<file path="src/rtl/bds_pkg.sv">
// bds_pkg: shared types and constants of the 2x2 box downsampler
// used by bds_cfg, bds_scan, bds_store and box_downsample_2x2
package bds_pkg;

	localparam int unsigned WIDTH_REG_W   = 13;
	localparam int unsigned HEIGHT_REG_W  = 16;
	localparam int unsigned CHAN_REG_W    = 3;
	localparam int unsigned EFF_W_W       = 17;
	localparam int unsigned CH_W          = 2;
	localparam int unsigned HOLD_DEPTH    = 4;
	localparam int unsigned SAMPLE_W      = 8;
	localparam int unsigned PAIR_W        = 9;
	localparam int unsigned SUM_W         = 10;
	localparam int unsigned ADDR_W        = 4;
	localparam int unsigned DATA_W        = 32;

	localparam logic [1:0] REG_WIDTH    = 2'd0;
	localparam logic [1:0] REG_HEIGHT   = 2'd1;
	localparam logic [1:0] REG_CHANNELS = 2'd2;

	localparam logic [WIDTH_REG_W-1:0]  WIDTH_RESET    = 13'd2;
	localparam logic [HEIGHT_REG_W-1:0] HEIGHT_RESET   = 16'd2;
	localparam logic [CHAN_REG_W-1:0]   CHANNELS_RESET = 3'd4;

	typedef struct packed {
		logic [EFF_W_W-1:0]      eff_w;
		logic [HEIGHT_REG_W-1:0] eff_h;
		logic [CHAN_REG_W-1:0]   eff_c;
	} cfg_t;

	typedef struct packed {
		logic              rd;
		logic              wr;
		logic              last;
		logic [PAIR_W-1:0] pair;
	} scan_t;

endpackage

</file>
<file path="src/rtl/bds_cfg.sv">
// bds_cfg: register port and clamped image geometry
// depends on bds_pkg
module bds_cfg #(
	parameter int unsigned MAX_WIDTH    = 4096,
	parameter int unsigned MAX_CHANNELS = 4
) (
	input  logic                          clk,
	input  logic                          arst_n,
	input  logic                          psel,
	input  logic                          penable,
	input  logic                          pwrite,
	input  logic [bds_pkg::ADDR_W-1:0]    paddr,
	input  logic [bds_pkg::DATA_W-1:0]    pwdata,
	output logic [bds_pkg::DATA_W-1:0]    prdata,
	output logic                          pready,
	output bds_pkg::cfg_t                 cfg
);

	logic [bds_pkg::WIDTH_REG_W-1:0]  width_q;
	logic [bds_pkg::HEIGHT_REG_W-1:0] height_q;
	logic [bds_pkg::CHAN_REG_W-1:0]   chan_q;
	logic [1:0]                       reg_idx;
	logic                             wr_en;

	assign pready  = 1'b1;
	assign reg_idx = paddr[3:2];
	assign wr_en   = psel & penable & pwrite;

	always_ff @(posedge clk or negedge arst_n) begin
		if (!arst_n) begin
			width_q  <= bds_pkg::WIDTH_RESET;
			height_q <= bds_pkg::HEIGHT_RESET;
			chan_q   <= bds_pkg::CHANNELS_RESET;
		end else if (wr_en) begin
			unique case (reg_idx)
				bds_pkg::REG_WIDTH:    width_q  <= pwdata[bds_pkg::WIDTH_REG_W-1:0];
				bds_pkg::REG_HEIGHT:   height_q <= pwdata[bds_pkg::HEIGHT_REG_W-1:0];
				bds_pkg::REG_CHANNELS: chan_q   <= pwdata[bds_pkg::CHAN_REG_W-1:0];
				default: begin
				end
			endcase
		end
	end

	always_comb begin
		unique case (reg_idx)
			bds_pkg::REG_WIDTH:    prdata = bds_pkg::DATA_W'(width_q);
			bds_pkg::REG_HEIGHT:   prdata = bds_pkg::DATA_W'(height_q);
			bds_pkg::REG_CHANNELS: prdata = bds_pkg::DATA_W'(chan_q);
			default:               prdata = '0;
		endcase
	end

	// clamp out-of-range geometry
	always_comb begin
		if (width_q == '0)
			cfg.eff_w = bds_pkg::EFF_W_W'(1);
		else if (32'(width_q) > 32'(MAX_WIDTH))
			cfg.eff_w = bds_pkg::EFF_W_W'(MAX_WIDTH);
		else
			cfg.eff_w = bds_pkg::EFF_W_W'(width_q);
		cfg.eff_h = (height_q == '0) ? bds_pkg::HEIGHT_REG_W'(1) : height_q;
		if (chan_q == '0)
			cfg.eff_c = bds_pkg::CHAN_REG_W'(1);
		else if (32'(chan_q) > 32'(MAX_CHANNELS))
			cfg.eff_c = bds_pkg::CHAN_REG_W'(MAX_CHANNELS);
		else
			cfg.eff_c = chan_q;
	end

endmodule

</file>
<file path="config.mk">
export PLATFORM = sky130hd
export DESIGN_NAME = bds_cfg
export DESIGN_NICKNAME = d
export VERILOG_FILES = /design/src/rtl/bds_pkg.sv /design/src/rtl/bds_cfg.sv
export SDC_FILE = /design/constraint.sdc
export NUM_CORES = 1
export LEC_CHECK = 0
export BUFFER_PORTS_ARGS = -buffer_cell sky130_fd_sc_hd__buf_2
export CAP_MARGIN = 0
export CORE_UTILIZATION = 47
export CTS_CLUSTER_DIAMETER = 150
export DETAILED_ROUTE_END_ITERATION = 8
export GPL_TIMING_DRIVEN = 0
export PLACE_DENSITY_LB_ADDON = 0.05
export REMOVE_ABC_BUFFERS = 1
export SETUP_SLACK_MARGIN = 0.15
export SLEW_MARGIN = 10
export SYNTH_ARGS = -nofsm -noshare
export SYNTH_HDL_FRONTEND = slang
export SYNTH_SLANG_ARGS = --single-unit
</file>
<file path="constraint.sdc">
create_clock -name clk -period 2.8 [get_ports clk]
set_input_delay 0.28 -clock clk [delete_from_list [all_inputs] [get_ports clk]]
set_output_delay 0.28 -clock clk [all_outputs]
set_load 0.02 [all_outputs]
</file>
After elaboration in Yosys (flattened, before gate mapping)
Index checks and enable logic that the tools add are counted.
Word-level totals
  register bits: 32
  bits of input ports: 41
Operators by class
  $lt $le $gt $ge: 2
  equal/unequal tests: 2
  mux-type cells: 6
  bitwise gates (word level): 2
  reductions and logical operators: 7
Operators by type and width (count)
  one-hot mux 16 bit (3 select lines): 1
  two-way mux 13 bit: 2
  zero test 16 bit: 1
  two-way mux 16 bit: 1
  greater-than comparator 13 bit, second input constant: 1
  zero test 13 bit: 1
  two-way mux 3 bit: 2
  AND reduction 2 bit: 3
  greater-than comparator 3 bit, second input constant: 1
  zero test 3 bit: 1
  AND 1 bit: 2
  == test 2 x 1 -> 1 bit, second input constant: 1
  == test 2 bit, second input constant: 1
  zero test 2 bit: 1

Depth between registers and ports, before layout
  depth in word-level cells: 3
  gate-level depth with buffers: 4

Least setup slack after synthesis
OpenSTA, ideal clock, no wires.
  kind: input-to-reg
  from: input paddr[3] (netlist bit)
  to: register height_q[10] (netlist bit)
  arrival time: 1256 ps
  setup slack: 1419 ps
  cell stages on the path: 4
  path buffers: 2
  path through: buf_2 > nor3b_4 > buf_6 > mux2_2
On the way
  longest elaborated chain between the ends: 2
Ends and longest elaborated chain
  from (decl): line bds_cfg.sv:12  | input logic [bds_pkg::ADDR_W-1:0] paddr,
  == test 2 x 1 -> 1 bit: line bds_cfg.sv:35  | unique case (reg_idx)
  AND reduction 2 bit (no source line)
  to (signal assigned): line bds_cfg.sv:32  | height_q <= bds_pkg::HEIGHT_RESET;
  to (signal assigned): line bds_cfg.sv:37  | bds_pkg::REG_HEIGHT: height_q <= pwdata[bds_pkg::HEIGHT_REG_W-1:0];
  to (decl): line bds_cfg.sv:20  | logic [bds_pkg::HEIGHT_REG_W-1:0] height_q;
Every way passes these cells.
A chain may end at the register's enable or synchronous reset.

Final worst setup path
  from: input paddr[2] (netlist bit)
  to: register height_q[13] (netlist bit)
Same word-level chain as after synthesis.

==> run metrics <==
outcome finished clean; ANT nets after route 0; clock network power share between 20% and 30%; Worst-Skew Late Latency roughly 0.28 ns; Multi-input gate area between 800 and 900 sq um; initial antenna violation count 0; Tot GR Track Use about a fifth; top layer in use met4; top cells by count, synth mux2_2, dfrtp_1, buf_4; Slew @ Worst Pin 1.05 ns; vias between 1,000 and 1,500; Peak Freq 548 MHz; first-pass GRT wire length slightly below 6000 um; post-CTS setup repair buffer count 0; Leakage about 1.1 nW; Internal around 0.001 W; drt first-iter violations 22; CTS tree built; Largest delay share family, worst path simple AND/OR/NAND/NOR gates; P_sw between 0.0006 and 0.0007 W; power per standard cell area approximately 760 nW/um^2; Die Height 64.8 um; crit path max-delay cell type nor3b_4; Seq pwr share roughly 43%; crit-path max FO 18; count leader, synth mux2_2; htree depth 2; setup violators final 0; top-area cell type share of the netlist area 39.1%; Pre-antenna DRT Iters 4; I/O pin count between 100 and 150; yosys warns 0; largest net degree at the start of global routing 33; Core Area 3720 sq um; combinational share of power between 30% and 40%; Reg clk slew, reported paths around 0.06 ns; sequential area share after synthesis approximately 43%; Final Hold Fails 0; input/output buffers 70; Mean Syn Cell Area about 11 sq um; dpl ws just under 0.7 ns; Cell Chain, Critical Path buf_2, nor3b_4, mux2_2; Worst Path Buf+Inv 1; RSZ-0062 raised after global routing false; Post-synth EDFFs 0; post-DR vias/cell 4.91; Core Util, Final 57.9%; VDD IR max roughly 380 uV; Worst Skew 0 ns; drc violations 0; clk root buf clkbuf_8; Final HPWL DP around 2700 um; Cell Area, Synth 1860 sq um; Seq. cell area between 800 and 900 sq um; Cell Rows 22; met2 WL around 1900 um; max-slew violations 0; critical path arrival around 2 ns; clock sink count 32; crit-path max cell delay ~0.85 ns; Primary FF master, synth dfrtp_1; CTS Hold Bufs 0; Post-Synthesis Cells 173; max-cap viol count 0; Syn-to-layout area delta 16.0%; post_cts resized 0; Crit Path Category input port to register; Final GP Congestion about 0.73; startpoint types input port; Routed WL ~3800 um; die footprint approximately 4200 sq um; GRT overflow 0; die width 64.8 um; met3 wire len 239 um; PnR worst setup slack roughly 0.98 ns; Synth area leader dfrtp_1; Final nets between 200 and 300; Initial Utilization 49.9%; Switching Fraction 38.5%; DR WL/cell 14.0 um; Rel. slew slack a little under 30%; Req. time, crit path ~3 ns; Filler cells between 300 and 400; # diodes 0; vias in the first global route approximately 1,300; WL met1 between 1500 and 2000 um; setup TNS 0 ns; Hold Path Class input port to asynchronous set/reset pin; clock tree buffer depth 2; crit path capture type register; async set-or-reset flop fraction in the synthesized netlist 100%; Yosys cell types 24; synth top area cells dfrtp_1, mux2_2, buf_4, mux2i_1, nor2b_1; Final Cycle Share 65.2%; total CTS buffers 5; synthesized flop and latch total 32; fin crit period 1.82 ns; fraction of layout cells with a size suffix above 1 50.2%; total power about 0.0016 W
[logic make-up after synthesis]
group	after synthesis	share of synthesized area, %
buf+inv	46	14.5
mux	45	26.4
simple gates	42	13.4
flops	32	43.4
compound gates	6	1.96
other cells	2	0.405
[flip-flops by register name (all words and copies together) (netlist names)]
| signal | flops |
|---|---|
| chan_q | 3 |
| height_q | 16 |
| width_q | 13 |
[worst paths after layout]
check	depth (start not counted)	slack, ns	to	startpoint
min in group clk	2	0.23	height_q[14]	pwdata[14]
worst min-delay path	1	0.05	height_q[6]	arst_n
worst max register to register	1	1.80	width_q[12]	width_q[12]
worst max-delay path	3	0.98	height_q[13]	paddr[2]
max in group asynchronous	1	2.29	height_q[0]	arst_n
worst min register to register	1	0.54	chan_q[0]	chan_q[0]
[placed cells by master (no fill, tap or decap)]
cell      instances
buf_2            70
mux2_2           32
dfrtp_1          29
conb_1           21
nor2b_1          14
mux2i_1          13
nor2_1           11
nor4_1            5
clkbuf_8          5
nand2_1           3
o21ai_0           3
and2_1            3
dfstp_2           3
clkbuf_1          3
nor3_1            2
a31oi_1           1
inv_1             1
a21oi_1           1
a41o_1            1
nand3_2           1
nor3_2            1
nor3b_4           1
or3b_1            1
[per-layer routing]
layer | GRT usage [%] | up-vias
li1 | - | 630
met1 | 24.0 | 651
met2 | 32.4 | 55
met3 | 4.75 | 4
met4 | 6.67 | 0
met5 | 0 | -
[power by group through the flow]
stage               logic [W]  clock network [W]  registers (W)
global placement     0.000601                  0       0.000699
global route         0.000652           0.000362       0.000717
finish               0.000602           0.000332       0.000696
CTS                  0.000609           0.000346       0.000697
detailed placement   0.000607                  0       0.000705
floorplan            0.000337                  0       0.000746
[per-stage QoR]
step | instance area (sq um) | std cells | hold WS, ns
6_report | 2150 | 273 | 0.0484
5_1_grt | 2150 | 273 | 0.0887
4_1_cts | 2150 | 273 | 0.0684
3_5_place_dp | 2070 | 265 | 0.374
3_3_place_gp | 2070 | 265 | 0.366
2_1_floorplan | 1660 | 147 | -0.0156
[final cells by class]
class	count	area share, %
well taps	48	2.79
multi-input cells	114	39.7
inverters	1	0.174
repair buffers	70	16.3
clock buffers	8	3.72
flip-flops and latches	32	37.4
Power figures use the tool's default switching activity.
