`src/rtl/bds_pkg.sv`:
```
// bds_pkg: shared types and constants of the 2x2 box downsampler
// used by bds_cfg, bds_scan, bds_store and box_downsample_2x2
package bds_pkg;

	localparam int unsigned WIDTH_REG_W   = 13;
	localparam int unsigned HEIGHT_REG_W  = 16;
	localparam int unsigned CHAN_REG_W    = 3;
	localparam int unsigned EFF_W_W       = 17;
	localparam int unsigned CH_W          = 2;
	localparam int unsigned HOLD_DEPTH    = 4;
	localparam int unsigned SAMPLE_W      = 8;
	localparam int unsigned PAIR_W        = 9;
	localparam int unsigned SUM_W         = 10;
	localparam int unsigned ADDR_W        = 4;
	localparam int unsigned DATA_W        = 32;

	localparam logic [1:0] REG_WIDTH    = 2'd0;
	localparam logic [1:0] REG_HEIGHT   = 2'd1;
	localparam logic [1:0] REG_CHANNELS = 2'd2;

	localparam logic [WIDTH_REG_W-1:0]  WIDTH_RESET    = 13'd2;
	localparam logic [HEIGHT_REG_W-1:0] HEIGHT_RESET   = 16'd2;
	localparam logic [CHAN_REG_W-1:0]   CHANNELS_RESET = 3'd4;

	typedef struct packed {
		logic [EFF_W_W-1:0]      eff_w;
		logic [HEIGHT_REG_W-1:0] eff_h;
		logic [CHAN_REG_W-1:0]   eff_c;
	} cfg_t;

	typedef struct packed {
		logic              rd;
		logic              wr;
		logic              last;
		logic [PAIR_W-1:0] pair;
	} scan_t;

endpackage

```
`src/rtl/bds_scan.sv`:
```
// bds_scan: raster position counters, left sample hold, pair sum and row store address
// depends on bds_pkg
module bds_scan #(
	parameter int unsigned COL_W     = 12,
	parameter int unsigned AW        = 13
) (
	input  logic                            clk,
	input  logic                            arst_n,
	input  logic                            accept,
	input  logic [bds_pkg::SAMPLE_W-1:0]    sample,
	input  bds_pkg::cfg_t                   cfg,
	output bds_pkg::scan_t                  scan,
	output logic [AW-1:0]                   addr
);

	logic [COL_W-1:0]                 col_q;
	logic [bds_pkg::CH_W-1:0]         ch_q;
	logic [bds_pkg::HEIGHT_REG_W-1:0] row_q;
	logic [bds_pkg::SAMPLE_W-1:0]     hold_q [bds_pkg::HOLD_DEPTH];

	logic                             active;
	logic [bds_pkg::EFF_W_W-1:0]      col_ext;
	logic [bds_pkg::CHAN_REG_W-1:0]   ch_ext;
	logic [bds_pkg::CHAN_REG_W-1:0]   ch_nx;
	logic [COL_W:0]                   col_nx;
	logic [bds_pkg::HEIGHT_REG_W:0]   row_nx;
	logic [bds_pkg::EFF_W_W-1:0]      w_last;
	logic [bds_pkg::HEIGHT_REG_W:0]   h_last;
	logic [AW-1:0]                    half;

	assign col_ext = bds_pkg::EFF_W_W'(col_q);
	assign ch_ext  = bds_pkg::CHAN_REG_W'(ch_q);
	assign active  = (col_ext < cfg.eff_w) && (ch_ext < cfg.eff_c) && (row_q < cfg.eff_h);

	assign scan.pair = bds_pkg::PAIR_W'(hold_q[ch_q]) + bds_pkg::PAIR_W'(sample);
	assign scan.wr   = active & col_q[0] & ~row_q[0];
	assign scan.rd   = active & col_q[0] & row_q[0];

	// last column and row of the even-cropped image
	assign w_last = {cfg.eff_w[bds_pkg::EFF_W_W-1:1], 1'b0} - bds_pkg::EFF_W_W'(1);
	assign h_last = {1'b0, cfg.eff_h[bds_pkg::HEIGHT_REG_W-1:1], 1'b0}
		- (bds_pkg::HEIGHT_REG_W+1)'(1);
	assign scan.last = ({1'b0, row_q} == h_last) && (col_ext == w_last)
		&& (ch_ext == cfg.eff_c - bds_pkg::CHAN_REG_W'(1));

	assign half = AW'(col_q >> 1);

	always_comb begin
		unique case (cfg.eff_c)
			3'd2:    addr = (half << 1) + AW'(ch_q);
			3'd3:    addr = (half << 1) + half + AW'(ch_q);
			3'd4:    addr = (half << 2) + AW'(ch_q);
			default: addr = half + AW'(ch_q);
		endcase
	end

	assign ch_nx  = ch_ext + bds_pkg::CHAN_REG_W'(1);
	assign col_nx = {1'b0, col_q} + (COL_W+1)'(1);
	assign row_nx = {1'b0, row_q} + (bds_pkg::HEIGHT_REG_W+1)'(1);

	always_ff @(posedge clk or negedge arst_n) begin
		if (!arst_n) begin
			col_q <= '0;
			ch_q  <= '0;
			row_q <= '0;
			for (int i = 0; i < bds_pkg::HOLD_DEPTH; i++)
				hold_q[i] <= '0;
		end else if (accept) begin
			if (active && !col_q[0])
				hold_q[ch_q] <= sample;
			if (ch_nx >= cfg.eff_c) begin
				ch_q <= '0;
				if (bds_pkg::EFF_W_W'(col_nx) >= cfg.eff_w) begin
					col_q <= '0;
					if (row_nx >= {1'b0, cfg.eff_h})
						row_q <= '0;
					else
						row_q <= row_nx[bds_pkg::HEIGHT_REG_W-1:0];
				end else begin
					col_q <= col_nx[COL_W-1:0];
				end
			end else begin
				ch_q <= ch_nx[bds_pkg::CH_W-1:0];
			end
		end
	end

endmodule

```
`config.mk`:
```
export PLATFORM = sky130hd
export DESIGN_NAME = bds_scan
export DESIGN_NICKNAME = d
export VERILOG_FILES = /design/src/rtl/bds_pkg.sv /design/src/rtl/bds_scan.sv
export SDC_FILE = /design/constraint.sdc
export NUM_CORES = 1
export LEC_CHECK = 0
export BUFFER_PORTS_ARGS = -buffer_cell sky130_fd_sc_hd__clkbuf_2
export CAP_MARGIN = 20
export CORE_MARGIN = 2
export CORE_UTILIZATION = 30
export CTS_CLUSTER_DIAMETER = 80
export DETAILED_ROUTE_END_ITERATION = 10
export SLEW_MARGIN = 15
export SYNTH_ARGS = -nofsm -noshare
export SYNTH_HDL_FRONTEND = slang
export SYNTH_SLANG_ARGS = --single-unit
```
`constraint.sdc`:
```
create_clock -name clk -period 14.62 [get_ports clk]
set_clock_uncertainty 0.15 [all_clocks]
set_input_delay 4.386 -clock clk [delete_from_list [all_inputs] [get_ports clk]]
set_output_delay 4.386 -clock clk [all_outputs]
set_load 0.02 [all_outputs]
```
## Yosys cells after proc, flatten, opt, wreduce, memory -nomap -nowiden

Index checks and enable logic that the tools add are counted.

| cells by class | value |
|---|---|
| reduce and logical (&&, ||, !) cells | 10 |
| multipliers | 0 |
| shift operators | 0 |
| muxes and demuxes | 10 |
| bitwise operators | 5 |
| order comparisons | 8 |
| equality and inequality tests | 6 |
| $add $sub $neg | 12 |
| div/mod/pow operators | 0 |

Operator list:

| kind | number |
|---|---|
| case mux 13 bit (3 select lines) | 1 |
| bitwise mux 32 bit | 1 |
| adder 13 x 2 -> 13 bit | 2 |
| 2-to-1 mux 8 bit | 3 |
| adder 16 x 1 -> 17 bit, second input constant | 1 |
| equality test 12 x 17 -> 1 bit | 1 |
| equality test 16 x 17 -> 1 bit | 1 |
| greater-or-equal comparator 13 x 17 -> 1 bit | 1 |
| greater-or-equal comparator 17 x 16 -> 1 bit | 1 |
| less-than comparator 12 x 17 -> 1 bit | 1 |
| subtractor 16 x 1 -> 17 bit, second input constant | 1 |
| subtractor 17 x 1 -> 17 bit, second input constant | 1 |
| binary-select mux 8 bit (select 2 bit) | 1 |
| demux 8 bit (select 2 bit) | 1 |
| less-than comparator 16 bit | 1 |
| 2-to-1 mux 16 bit | 1 |
| adder 12 x 1 -> 13 bit, second input constant | 1 |
| adder 12 x 11 -> 13 bit | 1 |
| adder 12 x 2 -> 13 bit | 1 |
| adder 11 x 2 -> 12 bit | 1 |
| 2-to-1 mux 12 bit | 1 |
| adder 8 x 8 -> 9 bit | 1 |
| equality test 3 x 2 -> 1 bit, second input constant | 2 |
| logical AND 1 bit | 6 |
| other kinds (15) | 18 |

| storage, ports and cells | value |
|---|---|
| memories | 0 |
| bits in read-only memories | 0 |
| bits in latches | 0 |
| memory bits (writable) | 0 |
| input port bits | 47 |
| register bits after elaboration | 62 |
| logic and storage cells | 58 |

## Depth between registers and ports, before layout

Gate-level depths: netlist (run 1).

| logic depth | value |
|---|---|
| depth after elaboration | 6 |
| depth in mapped cells | 14 |
| mapped depth without buffers | 13 |

## Worst setup path after synthesis (run 1)

No wires, ideal clock.

| timing path | value |
|---|---|
| path type | input to output |
| from | input cfg[20] (netlist bit) |
| to | output scan[9] (netlist bit) |
| data arrival time | 6.515 ns |
| data required time | 10.084 ns |
| stages | 9 |
| slack | 3.569 ns |
| cells stage by stage | inv_1 > ha_1 > or4b_1 > buf_2 > nor4b_2 > a21oi_1 > a2111oi_1 > nand4_1 > nor4_2 |

RTL lines:

| what | RTL line | RTL |
|---|---|---|
| start, declared | bds_scan.sv:11 | `input bds_pkg::cfg_t cfg,` |
| end, declared | bds_scan.sv:12 | `output bds_pkg::scan_t scan,` |

==> metrics, run 1 <==
outcome complete, no violations; Max Freq 0.08791 GHz; CP peak stage delay 0.64 ns; antenna violations before repair 0; Hold Fails Final Rpt 0; required time worst endpoint 10.08 ns; Cell variety after synth 80; family with the most delay on the worst path simple AND/OR/NAND/NOR gates; Sw Ratio 0.4198; CP Max Fanout 7; RSZ-0062 raised after global routing no; Async SR Flop Fraction 1.000; Filler cells 2504; grt met1 use 0.2156; initial core utilization 0.3036; worst vdd ir 0.00006713 V; Yosys top cell by area dfrtp_1; most frequent cells in the layout ha_1 (108), clkbuf_2 (71), nand2_1 (69); Detail Route Antenna Nets 0; DIE WIDTH 160.4 um; placed cell count 1211; Routed WL 20.20 mm; nature of the critical path startpoint input port; Root Buffer clkbuf_16; # H-tree levels 3; cell row count 57; Reg area 1551 sq um; largest net degree at the start of global routing 63; Comb pwr share 0.517; routed len/inst 16.45 um; Pint 0.6422 mW; die height 160.4 um; Pre-antenna DRT Iters 6; Pleak 3.721 nW; number of gates resized after cts 0; sw power 0.4647 mW; initial DRC count 345; fin crit share 0.7780; clk buf depth 2; Synth area leaders dfrtp_1 (21%), ha_1 (18%), xnor2_1 (6.6%), mux2_2 (5.1%), nand2_1 (3.5%); top cell type's share of synthesized area 0.2114; Worst Max-Slew Pin Slew 1.038 ns; Die Area 25730 sq um; hold crit path type register to register; CTS Buf Count 9; GR peak layer met2; CTS tree done; hold buffers post-CTS 0; Syn Area/Cell 8.738 sq um; CP Capture Type primary output; Final Setup Violations 0; sequential power share 0.266; vias in the first global route 6238; grt met3 use 0.02815; Synth warnings 0; Multi-input gate area 5436 sq um; Total Routing Usage GR 0.1587; Setup Total Neg Slack 0 ns; post-CTS setup buffers 0; drt drc 0; Synth Register Bits 62; R2R cell count 12; commonest non-fill, non-tap cell in the layout ha_1; synthesis-to-layout area growth 13.84%; CTS sink cnt 62; post-synthesis net count 999; Max-slew headroom 0.3024; WP buf/inv 3; clock power share 0.217; max-slew violation count 0; final std cells w/o fill 1228; critical path's slowest cell nor4_1; number of port buffers 71; IO Count 72; clock-pin slew on the worst setup and hold paths 0.06 ns; Final HPWL DP 15.93 mm; Power Density 132.5 nW/um^2; total number of vias 6424; fin crit period 11.38 ns; Post-synth EDFFs 0; register area share after synthesis 0.2114; ratio of cells with drive above 1 in the final layout 0.1792; CP Class input port to primary output; # diodes 0; GRT met2 Usage 0.2618; grt ovf 0; routability cong. 0.9158; core area 24180 sq um; worst-path cell chain clkbuf_2, inv_1, ha_1, and3_1, a22o_1, o21ai_1, nand4b_2, nor4_1, clkbuf_2; Syn Std Cell Area 7340 sq um; critical path depth in cells 9; Arr. time, crit path 6.84 ns; Top cell by count, worst path clkbuf_2; Worst-Skew Late Latency 0.34 ns; Max Cap Viol 0; number of vias per cell 5.231; Mapped Cells 840; first-pass GRT wire length 32.89 mm; Worst Hold Depth 1; Synth Flop Type dfrtp_1; Total Nets Final 1058
-- cell usage after synthesis, types with 11 or more instances --
cell type,count
nor2b_1,25
dfrtp_1,62
nor3_1,23
xnor2_1,55
inv_1,62
nor2_1,48
nand4_1,20
nand3_1,35
a21oi_1,34
clkbuf_1,25
nand2_1,69
ha_1,108
o22ai_1,11
xor2_1,24
mux2_2,33
o21ai_0,39
-- state kept, by name (all words and copies together) (netlist names) --
name and cells:
hold_q 32, row_q 16, col_q 12, ch_q 2
-- metal layers --
layer,up-vias,routed length [um]
met5,-,0
met4,0,296
met3,22,883
met2,152,9431
met1,3040,9584
li1,3210,-
-- cell families (layout without fill, tap and decap cells) --
| kind of cell | Yosys count | after routing | share of synthesized area |
|---|---|---|---|
| simple gates | 273 | 273 | 0.2042 |
| compound gates | 177 | 177 | 0.1652 |
| fa+ha+maj | 112 | 112 | 0.1950 |
| buf+inv | 91 | 155 | 0.04790 |
| xor+xnor | 79 | 79 | 0.09427 |
| flops | 62 | 62 | 0.2114 |
| mux | 46 | 46 | 0.08200 |
-- power groups by stage --
| stage | Sequential, mW | Combinational (mW) | Clock [mW] |
|---|---|---|---|
| after detailed placement | 0.298 | 0.574 | 0 |
| after CTS | 0.295 | 0.579 | 0.248 |
| after global routing | 0.306 | 0.638 | 0.256 |
| after floorplan | 0.259 | 0.451 | 0 |
| final | 0.294 | 0.573 | 0.240 |
| after global placement | 0.295 | 0.571 | 0 |
-- path summary, 6_finish.rpt --
path	slack, ns	to	start
hold / removal	0.35	hold_q[10]	hold_q[10]
min in group asynchronous	4.08	row_q[4]	arst_n
hold reg to reg	0.35	hold_q[10]	hold_q[10]
setup reg to reg	10.19	row_q[15]	row_q[0]
setup / recovery	3.24	scan[11]	cfg[29]
max in group asynchronous	9.67	col_q[9]	arst_n
-- through the flow --
stage	instance area (sq um)	util	setup WS (ns)	total power, mW	hold WS [ns]
after floorplan	7340	-	3.569	0.7108	0.3252
after global placement	8019	0.3317	3.255	0.8661	0.3351
after detailed placement	8019	0.3317	3.193	0.8722	0.3409
after CTS	8348	0.3453	3.196	1.121	0.3548
after global routing	8356	0.3456	2.995	1.200	0.3640
final	8356	0.3456	3.245	1.107	0.3516
-- cell type report --
class | count | area share
well taps | 324 | 0.04852
inverters | 62 | 0.02785
clock buffers | 9 | 0.02695
flip-flops and latches | 62 | 0.1857
repair buffers | 77 | 0.04792
multi-input cells | 687 | 0.6506
clock inverters | 7 | 0.01243
Power figures use the tool's default switching activity.
==> inputs of run 2 (changes only) <==
==> constraint.sdc (replaced) <==
create_clock -name clk -period 10.1 [get_ports clk]
set_clock_uncertainty 0.15 [all_clocks]
set_input_delay 3.03 -clock clk [delete_from_list [all_inputs] [get_ports clk]]
set_output_delay 3.03 -clock clk [all_outputs]
set_load 0.02 [all_outputs]
==> run 2 against run 1 <==
Against the previous run:
- clock power is 45% higher
- die area unchanged
- non-clock buffer count is 1 lower
- cell area hardly changed
- core utilization hardly changed
- worst setup slack lost 1.8 ns
- sequential share of layout area barely moved
- clock-buffer cell count is the same
==> metrics, run 2 (same netlist as run 1, synthesis figures left out) <==
outcome complete, no violations (unchanged); CP Class input port to primary output (unchanged); worst vdd ir 0.00009476 V (was 0.00006713 V); most frequent cells in the layout ha_1 (108), clkbuf_2 (71), nand2_1 (69) (unchanged); Routed WL 19.93 mm (was 20.20 mm); cell row count 57 (unchanged); DIE WIDTH 160.4 um (unchanged); required time worst endpoint 6.92 ns (was 10.08 ns); CTS sink cnt 62 (unchanged); fin crit share 0.8609; Final HPWL DP 15.84 mm (was 15.93 mm); initial core utilization 0.3036 (unchanged); # diodes 0 (unchanged); CTS Buf Count 9 (unchanged); Arr. time, crit path 5.51 ns (was 6.84 ns); routability cong. 0.9189 (was 0.9158); Total Power 1.598 mW (was 1.107 mW); Filler cells 2464 (was 2504); fin crit period 8.695 ns; number of flip-flops under the largest register name 32 (unchanged); highest routed layer met4 (unchanged); CP Max Fanout 7 (unchanged); commonest non-fill, non-tap cell in the layout ha_1 (unchanged); Setup Total Neg Slack 0 ns (unchanged); Final Util 0.3453 (was 0.3456); CTS tree done (unchanged); Total Routing Usage GR 0.1582 (was 0.1587); RSZ-0062 raised after global routing no (unchanged); IO Count 72 (unchanged); Max Cap Viol 0 (unchanged); initial DRC count 309 (was 345); Hold Fails Final Rpt 0 (unchanged); Detail Route met3 WL 817 um (was 883 um); max-slew violation count 0 (unchanged); first-pass GRT wire length 32.98 mm (was 32.89 mm); Total Nets Final 1057 (was 1058); total number of vias 6393 (was 6424); number of vias per cell 5.210 (was 5.231); routed len/inst 16.24 um (was 16.45 um); Hold WS 0.3516 ns (about the same); vias in the first global route 6300 (was 6238); largest net degree at the start of global routing 63 (unchanged); Max Freq 0.1150 GHz; wire length on met2 9.347 mm (was 9.431 mm); post-CTS setup buffers 0 (unchanged); grt ovf 0 (unchanged); Detail Route Antenna Nets 0 (unchanged); Root Buffer clkbuf_16 (unchanged); Worst-Skew Late Latency 0.33 ns (was 0.34 ns); number of port buffers 71 (unchanged); final std cells w/o fill 1227 (was 1228); Final Setup Violations 0 (unchanged); placed cell count 1211 (unchanged); antenna violations before repair 0 (unchanged); Die Area 25730 sq um (unchanged); Largest regs hold_q: 32 flops, row_q: 16 flops, col_q: 12 flops (unchanged); number of gates resized after cts 0 (unchanged); clk buf depth 2 (unchanged); Largest Register hold_q (unchanged); ratio of cells with drive above 1 in the final layout 0.1783 (was 0.1792); post-route cell area 8348 sq um (was 8356 sq um); clock-pin slew on the worst setup and hold paths 0.06 ns (about the same); hold crit path type register to register (unchanged); core area 24180 sq um (unchanged); die height 160.4 um (unchanged); Pre-antenna DRT Iters 4 (was 6); dpl ws 1.363 ns (was 3.193 ns); placed instance area 8019 sq um (unchanged); Worst Max-Slew Pin Slew 1.192 ns (was 1.038 ns); Max-slew headroom 0.2055 (was 0.3024); CP Capture Type primary output (unchanged); M1 WL 9.471 mm (was 9.584 mm); drt drc 0 (unchanged); Worst Slack Setup Final 1.405 ns (was 3.245 ns); hold buffers post-CTS 0 (unchanged); Power Density 191.4 nW/um^2 (was 132.5 nW/um^2); Pleak 3.716 nW (was 3.721 nW); # H-tree levels 3 (unchanged); synthesis-to-layout area growth 13.74% (was 13.84%); nature of the critical path startpoint input port (unchanged)
## run 2: cell count changes in the layout (fill, tap and decap cells not counted)
| cell | delta |
|---|---|
| inv_6 | -1 |
| clkinv_4 | +1 |
| clkbuf_4 | -1 |
## run 2: area by class of cell
type,instances,area (sq um),area share
Clock inverter,7,103.9,0.01244
Clock buffer,9,225.2,0.02698
Tap cell,324,405.4,0.04856
Timing Repair Buffer,76,392.9,0.04706
Multi-Input combinational cell,687,5436,0.6512
Sequential cell,62,1551,0.1859
Inverter,62,232.7,0.02788
## run 2: worst paths after layout
kind	startpoint	end	slack, ns	cells after the start
worst max-delay path	cfg[21]	scan[9]	1.41	10
max in group asynchronous	arst_n	hold_q[0]	6.51	2
worst min register to register	hold_q[0]	hold_q[0]	0.35	1
worst min-delay path	hold_q[0]	hold_q[0]	0.35	1
worst max register to register	row_q[0]	row_q[15]	5.62	12
min in group asynchronous	arst_n	row_q[2]	2.74	2
## run 2: where the power goes
group | total, mW | leakage (nW) | switching, mW | internal, mW
logic | 0.826 | 2.80 | 0.444 | 0.382
registers | 0.424 | 0.756 | 0.0966 | 0.327
clock network | 0.348 | 0.161 | 0.129 | 0.220
total | 1.60 | 3.72 | 0.669 | 0.929
## run 2: routing by layer
metal	vias up	global-route usage
li1	3201	-
met2	138	0.2623
met1	3032	0.2174
met4	0	0.03931
met3	22	0.02195
met5	-	0
## run 2: critical path, stage by stage
cell and delay, ns:
clkbuf_2 0.12, inv_1 0.12, ha_1 0.30, or4b_1 0.58, nor4b_2 0.28, a21oi_1 0.10
a2111oi_1 0.39, nand4_1 0.16, nor4_2 0.21, clkbuf_2 0.22
==> inputs of run 3 (changes only) <==
--- a/config.mk
+++ b/config.mk
@@ -5,12 +5,13 @@
 export SDC_FILE = /design/constraint.sdc
 export NUM_CORES = 1
 export LEC_CHECK = 0
-export BUFFER_PORTS_ARGS = -buffer_cell sky130_fd_sc_hd__clkbuf_2
 export CAP_MARGIN = 20
 export CORE_MARGIN = 2
 export CORE_UTILIZATION = 30
 export CTS_CLUSTER_DIAMETER = 80
 export DETAILED_ROUTE_END_ITERATION = 10
+export DONT_BUFFER_PORTS = 1
+export PLACE_DENSITY = 0.54
 export SLEW_MARGIN = 15
 export SYNTH_ARGS = -nofsm -noshare
 export SYNTH_HDL_FRONTEND = slang
==> run 3 against run 2 <==
Against the previous run:
- first-iteration DRC count fell by 19%
- final cell count fell by 5.6%
- maximum frequency is 0.72% higher
- combinational power decreased by 8.1%
- register-to-register slack got worse by 0.10 ns
==> metrics, run 3 (same netlist as run 1, synthesis figures left out) <==
critical path's slowest cell or4b_1 (unchanged); Hold WS 0.3508 ns (was 0.3516 ns); Largest regs hold_q: 32 flops, row_q: 16 flops, col_q: 12 flops (unchanged); Reg-to-Reg Start row_q[0] (unchanged); routability cong. 0.8868 (was 0.9189); CP Max Fanout 7 (unchanged); max-slew violation count 0 (unchanged); Final Setup Violations 0 (unchanged); Max Freq 0.1158 GHz (was 0.1150 GHz); ratio of cells with drive above 1 in the final layout 0.1103 (was 0.1783); CP peak stage delay 0.60 ns (was 0.58 ns); initial core utilization 0.3036 (unchanged); most frequent cells in the layout ha_1 (108), nand2_1 (69), inv_1 (62), dfrtp_1 (62), xnor2_1 (55) (was ha_1 (108), clkbuf_2 (71), nand2_1 (69)); Worst Slack Setup Final 1.467 ns (was 1.405 ns); Worst Hold Endpoint hold_q[15] (was hold_q[0]); Detail Route Antenna Nets 0 (unchanged); Final HPWL DP 16.10 mm (was 15.84 mm); CTS tree done (unchanged); worst-path cell chain inv_1, ha_1, or4b_1, nor4b_2, a21oi_1, a2111oi_1, nand4_1, nor4_2 (was clkbuf_2, inv_1, ha_1, or4b_1, nor4b_2, a21oi_1, a2111oi_1, nand4_1, nor4_2, clkbuf_2); post-route cell area 8008 sq um (was 8348 sq um); dpl ws 1.440 ns (was 1.363 ns); routed len/inst 17.61 um (was 16.24 um); commonest non-fill, non-tap cell in the layout ha_1 (unchanged); # diodes 0 (unchanged); required time worst endpoint 6.92 ns (about the same); die height 160.4 um (unchanged); Max-slew headroom 0.3489 (was 0.2055); clock-pin slew on the worst setup and hold paths 0.05 ns (was 0.06 ns); Total Power 1.522 mW (was 1.598 mW); Root Buffer clkbuf_16 (unchanged); Routed WL 20.40 mm (was 19.93 mm); core area 24180 sq um (unchanged); CP Capture Type primary output (unchanged); number of vias per cell 5.280 (was 5.210); family with the most delay on the worst path simple AND/OR/NAND/NOR gates (unchanged); hold path startpoint hold_q[15] (was hold_q[0]); placed instance area 7671 sq um (was 8019 sq um); Pre-antenna DRT Iters 5 (was 4); hold buffers post-CTS 0 (unchanged); nature of the critical path startpoint input port (unchanged); fin crit share 0.8548 (was 0.8609); antenna violations before repair 0 (unchanged); clk buf depth 2 (unchanged); initial DRC count 251 (was 309); number of gates resized after cts 0 (unchanged); Worst-Skew Late Latency 0.34 ns (was 0.33 ns); IO Count 72 (unchanged); Total Nets Final 988 (was 1057); CP Class input port to primary output (unchanged); Hold Fails Final Rpt 0 (unchanged); DIE WIDTH 160.4 um (unchanged); Arr. time, crit path 5.45 ns (was 5.51 ns); outcome complete, no violations (unchanged); vias in the first global route 6004 (was 6300); R2R cell count 12 (unchanged); number of flip-flops under the largest register name 32 (unchanged); drt drc 0 (unchanged); Pleak 3.428 nW (was 3.716 nW); Total Routing Usage GR 0.1590 (was 0.1582); Die Area 25730 sq um (unchanged); grt ovf 0 (unchanged); CP startpoint cfg[20] (was cfg[21]); first-pass GRT wire length 32.73 mm (was 32.98 mm); CTS sink cnt 62 (unchanged); synthesis-to-layout area growth 9.103% (was 13.74%); post-CTS setup buffers 0 (unchanged); Setup Total Neg Slack 0 ns (unchanged); WP buf/inv 1 (was 3); CTS Buf Count 9 (unchanged); Reg2Reg Capture Point row_q[15] (unchanged); fin crit period 8.633 ns (was 8.695 ns); total number of vias 6114 (was 6393); cell row count 57 (unchanged); largest net degree at the start of global routing 63 (unchanged); hold crit path type register to register (unchanged); # H-tree levels 3 (unchanged); Largest Register hold_q (unchanged); worst vdd ir 0.0001082 V (was 0.00009476 V); Worst Max-Slew Pin Slew 0.9730 ns (was 1.192 ns); Power Density 190.1 nW/um^2 (was 191.4 nW/um^2); Max Cap Viol 0 (unchanged); Worst Hold Depth 1 (unchanged); R2R Setup Slk 5.52 ns (was 5.62 ns); RSZ-0062 raised after global routing no (unchanged); number of port buffers 0 (was 71)
run 3: worst max path at each step:
stage / end / slack (ns) / cells past startpoint
6_report: scan[9] / 1.47 / 8
5_1_grt: scan[9] / 1.32 / 8
3_5_place_dp: scan[9] / 1.44 / 8
4_1_cts: scan[9] / 1.43 / 8
3_3_place_gp: scan[9] / 1.50 / 8
2_1_floorplan: scan[9] / 1.76 / 9
run 3: final cells by class:
class | count | area [sq um]
fill | 2493 | 16170
clock inverter | 7 | 106.4
inverter | 62 | 232.7
sequential | 62 | 1551
timing repair buffer | 7 | 50.05
clock buffer | 9 | 225.2
multi-input combinational | 687 | 5436
tap | 324 | 405.4
run 3: power breakdown:
part / internal, mW / switching (mW) / leakage [nW]
Sequential: 0.327 / 0.0854 / 0.756
Combinational: 0.332 / 0.426 / 2.51
Clock: 0.220 / 0.131 / 0.162
Total: 0.880 / 0.643 / 3.43
run 3: per-layer routing:
metal	wire length [um]	share of wire	global-route usage
met1	9485	0.47	0.2065
met4	242	0.012	0.03726
met5	0	0	0
met2	9824	0.48	0.2706
met3	845	0.041	0.03383
run 3: per-stage QoR:
step                        util  cells
after floorplan                -    840
after global placement    0.3173   1141
after detailed placement  0.3173   1141
after CTS                 0.3310   1157
after global routing      0.3312   1158
final                     0.3312   1158
